[src/hdl/mtjl_pkg.sv]
// ----------------------------------------------------------------------------
// mtjl_pkg
// Shared types and constants for the membership table join/leave core.
// ----------------------------------------------------------------------------
package mtjl_pkg;

    localparam int TABLE_DEPTH_DEF = 32;
    localparam int ID_BYTES_DEF    = 8;

    localparam int NODE_ID_W = 64;
    localparam int ADDR_W    = 32;
    localparam int PORT_W    = 16;
    localparam int VER_W     = 32;
    localparam int ERR_W     = 3;
    localparam int SLOT_W    = 5;

    localparam logic OP_JOIN  = 1'b0;
    localparam logic OP_LEAVE = 1'b1;

    localparam logic [ERR_W-1:0] ERR_NONE        = 3'd0;
    localparam logic [ERR_W-1:0] ERR_MALFORMED   = 3'd1;
    localparam logic [ERR_W-1:0] ERR_FULL        = 3'd2;
    localparam logic [ERR_W-1:0] ERR_UNSUPPORTED = 3'd3;
    localparam logic [ERR_W-1:0] ERR_BAD_KIND    = 3'd4;

    typedef struct packed {
        logic                 operation;
        logic                 header_is_join;
        logic [NODE_ID_W-1:0] source_id;
        logic [NODE_ID_W-1:0] member_id;
        logic [1:0]           member_kind;
        logic [ADDR_W-1:0]    member_address;
        logic [PORT_W-1:0]    member_port;
    } req_t;

    typedef struct packed {
        logic                 accepted;
        logic [ERR_W-1:0]     error_code;
        logic [NODE_ID_W-1:0] ack_id;
        logic [VER_W-1:0]     assigned_version;
        logic [SLOT_W-1:0]    entry_slot;
    } rsp_t;

endpackage

[src/hdl/membership_table_join_leave_core.sv]
// flow: a rejected join, or any request on an empty table, goes from idle straight to the write step;
//   otherwise k entries are scanned first, where k <= TABLE_DEPTH, stopping at the first key hit
// one request at a time, one table entry read per cycle while scanning; the write step waits on
//   m_ready stalls, and the next transfer can be taken while that result still waits on m_ready
// reset: synchronous, active low; clears the entry count and the control state,
//   table contents are left as they are since slots at or above the count are never read
// ----------------------------------------------------------------------------
// membership_table_join_leave_core
// Member table keyed by address and port for a join and by node id for a leave.
// ----------------------------------------------------------------------------
module membership_table_join_leave_core #(
    parameter int TABLE_DEPTH = mtjl_pkg::TABLE_DEPTH_DEF,
    parameter int ID_BYTES    = mtjl_pkg::ID_BYTES_DEF
) (
    input  logic           aclk,
    input  logic           aresetn,
    input  logic           s_valid,
    output logic           s_ready,
    input  mtjl_pkg::req_t s_data,
    output logic           m_valid,
    input  logic           m_ready,
    output mtjl_pkg::rsp_t m_data
);

    localparam int ID_W   = 8 * ID_BYTES;
    localparam int IDX_W  = $clog2(TABLE_DEPTH);
    localparam int CNT_W  = $clog2(TABLE_DEPTH + 1);
    localparam int ADDR_W = mtjl_pkg::ADDR_W;
    localparam int PORT_W = mtjl_pkg::PORT_W;
    localparam int VER_W  = mtjl_pkg::VER_W;
    localparam int SLOT_W = mtjl_pkg::SLOT_W;
    localparam int ERR_W  = mtjl_pkg::ERR_W;
    // entry word: node id, address, port, superpeer flag, removed flag, version
    localparam int ENT_W  = ID_W + ADDR_W + PORT_W + 2 + VER_W;
    localparam int RMV_B  = VER_W;
    localparam int PORT_L = VER_W + 2;
    localparam int ADDR_L = PORT_L + PORT_W;

    typedef enum logic [1:0] {
        ST_IDLE,
        ST_SCAN,
        ST_WRITE
    } state_t;

    state_t            state_reg, state_next;
    logic              op_reg, op_next;
    logic [ID_W-1:0]   id_reg, id_next;
    logic [ADDR_W-1:0] addr_reg, addr_next;
    logic [PORT_W-1:0] port_reg, port_next;
    logic              super_reg, super_next;
    logic [ERR_W-1:0]  err_reg, err_next;
    logic [CNT_W-1:0]  count_reg, count_next;
    logic [CNT_W-1:0]  iss_reg, iss_next;
    logic              cmp_vld_reg, cmp_vld_next;
    logic [IDX_W-1:0]  cmp_idx_reg, cmp_idx_next;
    logic              found_reg, found_next;
    logic [IDX_W-1:0]  hit_idx_reg, hit_idx_next;
    logic [ENT_W-1:0]  hit_ent_reg, hit_ent_next;
    logic              m_valid_reg, m_valid_next;
    mtjl_pkg::rsp_t    m_data_reg, m_data_next;

    logic              wr_en;
    logic [IDX_W-1:0]  wr_addr;
    logic [ENT_W-1:0]  wr_data;
    logic              rd_en;
    logic [IDX_W-1:0]  rd_addr;
    logic [ENT_W-1:0]  rd_data;

    logic [ID_W-1:0]   in_id;
    logic [ID_W-1:0]   in_src;
    logic [ERR_W-1:0]  chk_err;
    logic [ID_W-1:0]   rd_id;
    logic [ADDR_W-1:0] rd_addr_f;
    logic [PORT_W-1:0] rd_port;
    logic              key_hit;
    logic              last_cmp;
    logic [VER_W-1:0]  hit_ver_inc;
    logic [IDX_W+SLOT_W-1:0] hit_slot_ext;
    logic [IDX_W+SLOT_W-1:0] cnt_slot_ext;

    mtjl_ram #(
        .DEPTH  (TABLE_DEPTH),
        .DATA_W (ENT_W),
        .IDX_W  (IDX_W)
    ) u_table (
        .aclk    (aclk),
        .wr_en   (wr_en),
        .wr_addr (wr_addr),
        .wr_data (wr_data),
        .rd_en   (rd_en),
        .rd_addr (rd_addr),
        .rd_data (rd_data)
    );

    assign in_id  = s_data.member_id[ID_W-1:0];
    assign in_src = s_data.source_id[ID_W-1:0];

    // join checks in priority order
    always_comb begin
        if (!s_data.header_is_join) begin
            chk_err = mtjl_pkg::ERR_UNSUPPORTED;
        end else if (in_id != in_src || in_id == '0) begin
            chk_err = mtjl_pkg::ERR_MALFORMED;
        end else if (s_data.member_kind[1]) begin
            chk_err = mtjl_pkg::ERR_BAD_KIND;
        end else if (s_data.member_port == '0 || s_data.member_address == '0) begin
            chk_err = mtjl_pkg::ERR_MALFORMED;
        end else begin
            chk_err = mtjl_pkg::ERR_NONE;
        end
    end

    assign rd_id     = rd_data[ENT_W-1 -: ID_W];
    assign rd_addr_f = rd_data[ADDR_L +: ADDR_W];
    assign rd_port   = rd_data[PORT_L +: PORT_W];

    // shared key compare: node id for a leave, address and port for a join
    assign key_hit  = (op_reg == mtjl_pkg::OP_LEAVE) ? (rd_id == id_reg)
                    : (rd_addr_f == addr_reg && rd_port == port_reg);
    assign last_cmp = (CNT_W'(cmp_idx_reg) + CNT_W'(1)) == count_reg;

    assign hit_ver_inc  = hit_ent_reg[VER_W-1:0] + VER_W'(1);
    assign hit_slot_ext = {{SLOT_W{1'b0}}, hit_idx_reg};
    assign cnt_slot_ext = {{SLOT_W{1'b0}}, count_reg[IDX_W-1:0]};

    always_comb begin
        state_next   = state_reg;
        op_next      = op_reg;
        id_next      = id_reg;
        addr_next    = addr_reg;
        port_next    = port_reg;
        super_next   = super_reg;
        err_next     = err_reg;
        count_next   = count_reg;
        iss_next     = iss_reg;
        cmp_vld_next = 1'b0;
        cmp_idx_next = cmp_idx_reg;
        found_next   = found_reg;
        hit_idx_next = hit_idx_reg;
        hit_ent_next = hit_ent_reg;
        m_valid_next = m_valid_reg && !m_ready;
        m_data_next  = m_data_reg;
        s_ready      = 1'b0;
        wr_en        = 1'b0;
        wr_addr      = hit_idx_reg;
        wr_data      = {id_reg, addr_reg, port_reg, super_reg, 1'b0, hit_ver_inc};
        rd_en        = 1'b0;
        rd_addr      = iss_reg[IDX_W-1:0];

        unique case (state_reg)
            ST_IDLE: begin
                s_ready = 1'b1;
                if (s_valid) begin
                    op_next    = s_data.operation;
                    id_next    = in_id;
                    addr_next  = s_data.member_address;
                    port_next  = s_data.member_port;
                    super_next = s_data.member_kind[0];
                    found_next = 1'b0;
                    iss_next   = '0;
                    err_next   = (s_data.operation == mtjl_pkg::OP_JOIN) ? chk_err
                               : mtjl_pkg::ERR_NONE;
                    if ((s_data.operation == mtjl_pkg::OP_JOIN
                            && chk_err != mtjl_pkg::ERR_NONE) || count_reg == '0) begin
                        state_next = ST_WRITE;
                    end else begin
                        state_next = ST_SCAN;
                    end
                end
            end
            ST_SCAN: begin
                // issue the next read while comparing the entry read last cycle
                if (iss_reg < count_reg) begin
                    rd_en        = 1'b1;
                    iss_next     = iss_reg + CNT_W'(1);
                    cmp_vld_next = 1'b1;
                    cmp_idx_next = iss_reg[IDX_W-1:0];
                end
                if (cmp_vld_reg) begin
                    if (key_hit) begin
                        found_next   = 1'b1;
                        hit_idx_next = cmp_idx_reg;
                        hit_ent_next = rd_data;
                        state_next   = ST_WRITE;
                        rd_en        = 1'b0;
                        cmp_vld_next = 1'b0;
                    end else if (last_cmp) begin
                        state_next   = ST_WRITE;
                        rd_en        = 1'b0;
                        cmp_vld_next = 1'b0;
                    end
                end
            end
            ST_WRITE: begin
                if (!m_valid_reg || m_ready) begin
                    state_next   = ST_IDLE;
                    m_valid_next = 1'b1;
                    m_data_next  = '0;
                    if (op_reg == mtjl_pkg::OP_LEAVE) begin
                        m_data_next.accepted = 1'b1;
                        m_data_next.ack_id   = mtjl_pkg::NODE_ID_W'(id_reg);
                        if (found_reg) begin
                            wr_en   = 1'b1;
                            wr_data = hit_ent_reg;
                            wr_data[RMV_B] = 1'b1;
                            m_data_next.entry_slot = hit_slot_ext[SLOT_W-1:0];
                        end
                    end else if (err_reg != mtjl_pkg::ERR_NONE) begin
                        m_data_next.error_code = err_reg;
                    end else if (found_reg) begin
                        // overwrite the matching entry, alive again, version bumped
                        wr_en = 1'b1;
                        m_data_next.accepted         = 1'b1;
                        m_data_next.ack_id           = mtjl_pkg::NODE_ID_W'(id_reg);
                        m_data_next.assigned_version = hit_ver_inc;
                        m_data_next.entry_slot       = hit_slot_ext[SLOT_W-1:0];
                    end else if (count_reg == CNT_W'(TABLE_DEPTH)) begin
                        m_data_next.error_code = mtjl_pkg::ERR_FULL;
                    end else begin
                        // append a new entry at version zero
                        wr_en      = 1'b1;
                        wr_addr    = count_reg[IDX_W-1:0];
                        wr_data    = {id_reg, addr_reg, port_reg, super_reg, 1'b0,
                                      {VER_W{1'b0}}};
                        count_next = count_reg + CNT_W'(1);
                        m_data_next.accepted   = 1'b1;
                        m_data_next.ack_id     = mtjl_pkg::NODE_ID_W'(id_reg);
                        m_data_next.entry_slot = cnt_slot_ext[SLOT_W-1:0];
                    end
                end
            end
            default: begin
                state_next = ST_IDLE;
            end
        endcase
    end

    always_ff @(posedge aclk) begin
        if (!aresetn) begin
            state_reg   <= ST_IDLE;
            count_reg   <= '0;
            cmp_vld_reg <= 1'b0;
            found_reg   <= 1'b0;
            m_valid_reg <= 1'b0;
            iss_reg     <= '0;
        end else begin
            state_reg   <= state_next;
            count_reg   <= count_next;
            cmp_vld_reg <= cmp_vld_next;
            found_reg   <= found_next;
            m_valid_reg <= m_valid_next;
            iss_reg     <= iss_next;
        end
        op_reg      <= op_next;
        id_reg      <= id_next;
        addr_reg    <= addr_next;
        port_reg    <= port_next;
        super_reg   <= super_next;
        err_reg     <= err_next;
        cmp_idx_reg <= cmp_idx_next;
        hit_idx_reg <= hit_idx_next;
        hit_ent_reg <= hit_ent_next;
        m_data_reg  <= m_data_next;
    end

    assign m_valid = m_valid_reg;
    assign m_data  = m_data_reg;

    a_count_bound: assert property (@(posedge aclk) disable iff (!aresetn)
        count_reg <= CNT_W'(TABLE_DEPTH))
        else $error("entry count beyond table depth");

    a_count_step: assert property (@(posedge aclk) disable iff (!aresetn)
        ($past(aresetn) && count_reg != $past(count_reg))
            |-> count_reg == $past(count_reg) + CNT_W'(1))
        else $error("entry count moved by more than one");

    a_busy_after_transfer: assert property (@(posedge aclk) disable iff (!aresetn)
        (s_valid && s_ready) |=> !s_ready)
        else $error("new transfer taken while a request is in flight");

    a_result_from_write: assert property (@(posedge aclk) disable iff (!aresetn)
        (m_valid && !$past(m_valid) && $past(aresetn)) |-> $past(state_reg == ST_WRITE))
        else $error("result raised outside the write step");

    a_reject_fields: assert property (@(posedge aclk) disable iff (!aresetn)
        (m_valid && !m_data.accepted)
            |-> (m_data.ack_id == '0 && m_data.error_code != mtjl_pkg::ERR_NONE))
        else $error("rejected join carries an id or no error");

endmodule

[src/hdl/mtjl_ram.sv]
// ----------------------------------------------------------------------------
// mtjl_ram
// Simple dual-port table memory, one write and one registered read port.
// ----------------------------------------------------------------------------
module mtjl_ram #(
    parameter int DEPTH  = mtjl_pkg::TABLE_DEPTH_DEF,
    parameter int DATA_W = 8,
    parameter int IDX_W  = $clog2(DEPTH)
) (
    input  logic              aclk,
    input  logic              wr_en,
    input  logic [IDX_W-1:0]  wr_addr,
    input  logic [DATA_W-1:0] wr_data,
    input  logic              rd_en,
    input  logic [IDX_W-1:0]  rd_addr,
    output logic [DATA_W-1:0] rd_data
);

    logic [DATA_W-1:0] mem [DEPTH];
    logic [DATA_W-1:0] rd_data_reg;

    always_ff @(posedge aclk) begin
        if (wr_en) begin
            mem[wr_addr] <= wr_data;
        end
        if (rd_en) begin
            rd_data_reg <= mem[rd_addr];
        end
    end

    assign rd_data = rd_data_reg;

endmodule

[config.mk]
export PLATFORM = sky130hd
export DESIGN_NAME = membership_table_join_leave_core
export DESIGN_NICKNAME = d
export VERILOG_FILES = /design/src/hdl/mtjl_pkg.sv /design/src/hdl/membership_table_join_leave_core.sv /design/src/hdl/mtjl_ram.sv
export SDC_FILE = /design/constraint.sdc
export NUM_CORES = 2
export LEC_CHECK = 0
export BUFFER_PORTS_ARGS = -buffer_cell sky130_fd_sc_hd__buf_4
export CELL_PAD_IN_SITES_DETAIL_PLACEMENT = 1
export CELL_PAD_IN_SITES_GLOBAL_PLACEMENT = 1
export CORE_ASPECT_RATIO = 1.5
export CORE_MARGIN = 10
export CORE_UTILIZATION = 25
export CTS_CLUSTER_SIZE = 24
export DETAILED_ROUTE_END_ITERATION = 12
export PLACE_DENSITY = 0.4
export SLEW_MARGIN = 20
export SYNTH_ARGS = -nofsm -noshare
export SYNTH_HDL_FRONTEND = slang
export SYNTH_MEMORY_MAX_BITS = 65536
export SYNTH_SLANG_ARGS = --single-unit
[constraint.sdc]
create_clock -name aclk -period 24.2 [get_ports aclk]
set_input_delay 4.84 -clock aclk [delete_from_list [all_inputs] [get_ports aclk]]
set_output_delay 4.84 -clock aclk [all_outputs]
set_load 0.01 [all_outputs]
==> impl_metrics.toml <==
[status]
outcome = "finished clean"

[cts]
clk_path_buf_depth = 5
cts_max_level = 6
numCtsBuffers = 571
cts_hold_buf = 0
clk_pin_slew_ps = 60
cts-root-buf = "clkbuf_16"
clock_insertion_delay_worst_skew_ps = 1060
cts_sinks = 5144
cts_tree = "yes"
postCtsSetupRepairBufs = 0
cts_resized = 0

[logic_synthesis]
ys_ff_latch = 5144
netlist_top_cells_count = "edfxtp_1 (5127), mux4_2 (1440), nand2_1 (369), clkbuf_1 (265), mux2_2 (145)"
synth_top_area_share_pct = 78.40
synth_ff_type = "edfxtp_1"
synth.distinct_cells = 63
yosysWarnings = 0
synth_most_common_cell = "edfxtp_1"
syn_inst = 8276
syn_nets = 8470
yosys-top-cells-area = "edfxtp_1 (78%), mux4_2 (17%), mux2_2 (0.83%)"
synth_edf_count = 5127
syn-cell-area_um2 = 196400
synth_top_area_cell = "edfxtp_1"
seq_area_frac_synth_pct = 78.57
synth.avg_cell_area_um2 = 23.73
async_flop_share_pct = 0

[detailed_routing]
drtAntennaViolNets = 0
num_vias = 91200
firstDrtPassIters = 7
drt_wl_total_mm = 649.4
drc_errors = 0
viasPerCell = 4.598
routedWlPerCell_um = 32.74
dr.first_iter.drc_count = 7756

[die]
die_h_mm = 1.105
die_area_um2 = 822100
start_util_pct = 25.09
ios = 291
rows = 398
die_w_um = 743.7
core_area_um2 = 782800

[global_route]
antenna_found_initial = 22
gr-total-overflow = 0
grt_pass1_wl_mm = 882.2
grt_usage_pct = 15.42
grt_pass1_vias = 101000
grt_max_degree = 136

[critical_path]
critPathTopFamily = "buffers and inverters"
r2r_cells = 8
crit_cells = 12
cp_common_cell = "buf_4"
timing.rr.end = "hit_ent_reg[55]"
arrival_ps = 9490
regToRegSetupSlack_ps = 17630
crit_slowest_cell = "buf_4"
endpoint = "u_table.mem[3][132]"
endpoint_kind = "register"
path_max_fanout = 78
crit_chain = "buf_4 > nand2b_1 > nor2b_4 > buf_4 > and3_2 > buf_4 > nor3_1 > a31oi_1 > or2_2 > nor2_4 > buf_12 > buf_4"
required_ps = 24790
r2r-start = "port_reg[8]"
critPathBufInv = 5
start_kind = "input port"
critPathMaxStageDelay_ps = 810
worstSetupPathType = "in2reg"
crit_start = "m_ready"

[finish]
final_util_pct = 29.49
fin_area_um2 = 230900
syn2layout_area_growth_pct = 17.56
fin_nets = 9206
fillers = 78020
drive_above_1_share_pct = 31.79
largest_reg_flops = 4608
regArea_um2 = 154300
multiInputGateArea_um2 = 40860
stdcell_count = 19840

[hold_path]
hold_class = "reg2reg"

[placement]
dp_hpwl_mm = 337.7
place.gp.congestion = 0.7448
placed_cell_area_um2 = 213000
place_ws_ps = 14120
io_buffers = 289
placedCellCount = 18840

[timing]
rsz0062_at_grt = "false"
slew_headroom_pct = 20.65
setup_slack_ps = 15300
finalSetupTns_ps = 0
fin_skew_ps = 100.5
fin_crit_sh_pct = 36.76
finalSetupViolCount = 0
tightestPinTransition_ps = 1190
hold_viol_final = 0
hold_ws_ps = 402.0
max_freq_mhz = 112.4
finalMaxSlewViolations = 0
fin_crit_ps = 8897

[power]
finalPower_mw = 18.92
peakVddDrop_v = 0.00004799
leakage_nw = 68.24
power.density_nw_per_um2 = 81.95

[flow_run]
drv_cap = 0
[worst register-to-register path, stage by stage, from the launching register on]
cell and delay (ps):
edfxtp_1 480, xnor2_1 810, nand4_1 300, nor4_1 950, nand3_1 160, nand4b_1 800
o21ai_0 760, and3_4 920, buf_12 650
[layer usage]
| metal | track usage (%) | part of all wire [%] | vias up |
|---|---|---|---|
| li1 | - | - | 36660 |
| met1 | 19.88 | 42 | 51750 |
| met2 | 27.47 | 52 | 2042 |
| met3 | 1.967 | 3.8 | 748 |
| met4 | 3.652 | 2.2 | 0 |
| met5 | 0 | 0 | - |
[layout make-up]
cell class,instances,share of cell area (%)
diodes,12,0.01301
clock buffers,718,6.649
repair buffers,559,2.096
multi-input cells,2677,17.70
well taps,10400,5.636
inverters,59,0.09809
clock inverters,266,0.9685
flip-flops and latches,5144,66.84
[how the worst min path moves through the flow]
stage / startpoint / to / slack [ps] / cells after the start
after floorplan: u_table.rd_data[0] / hit_ent_reg[0] / 400 / 0
after global routing: u_table.rd_data[12] / hit_ent_reg[12] / 420 / 0
after detailed placement: u_table.rd_data[23] / hit_ent_reg[23] / 410 / 0
after CTS: u_table.rd_data[100] / hit_ent_reg[100] / 390 / 0
after global placement: u_table.rd_data[29] / hit_ent_reg[29] / 410 / 0
final: u_table.rd_data[12] / hit_ent_reg[12] / 400 / 0
[where the power goes]
part | switching, mW | total [mW] | internal [mW]
logic | 0.359 | 0.460 | 0.101
registers | 0.0599 | 10.0 | 9.95
clock network | 3.60 | 8.45 | 4.85
[cell usage in the layout, fill, tap and decap left out, types with 17 or more instances in the layout]
cell and count:
a21oi_1 19, buf_12 38, buf_4 511, bufinv_16 34, clkbuf_1 123, clkbuf_16 595
clkinv_1 115, clkinv_2 84, edfxtp_1 5127, inv_1 56, mux2_2 145, mux4_2 1440
nand2_1 350, nand2_2 19, nand2b_1 18, nand3_1 24, nand4_1 44, nor2_1 80
nor2_4 42, nor2b_1 63, nor3_1 17, nor4_1 44, o21ai_0 19, xnor2_1 122
xor2_1 61
[cells by family after synthesis]
logic type	count (synthesis)	share of synthesized area [%]
adders and majority gates	10	0.06371
AOI/OAI and AO/OA	137	0.4638
DFF	5144	78.57
buffers and inverters	455	0.9258
and+or+nand+nor	762	1.813
muxes	1585	17.35
xor gates and xnor gates	183	0.8162
(Power assumes the default switching activity.)
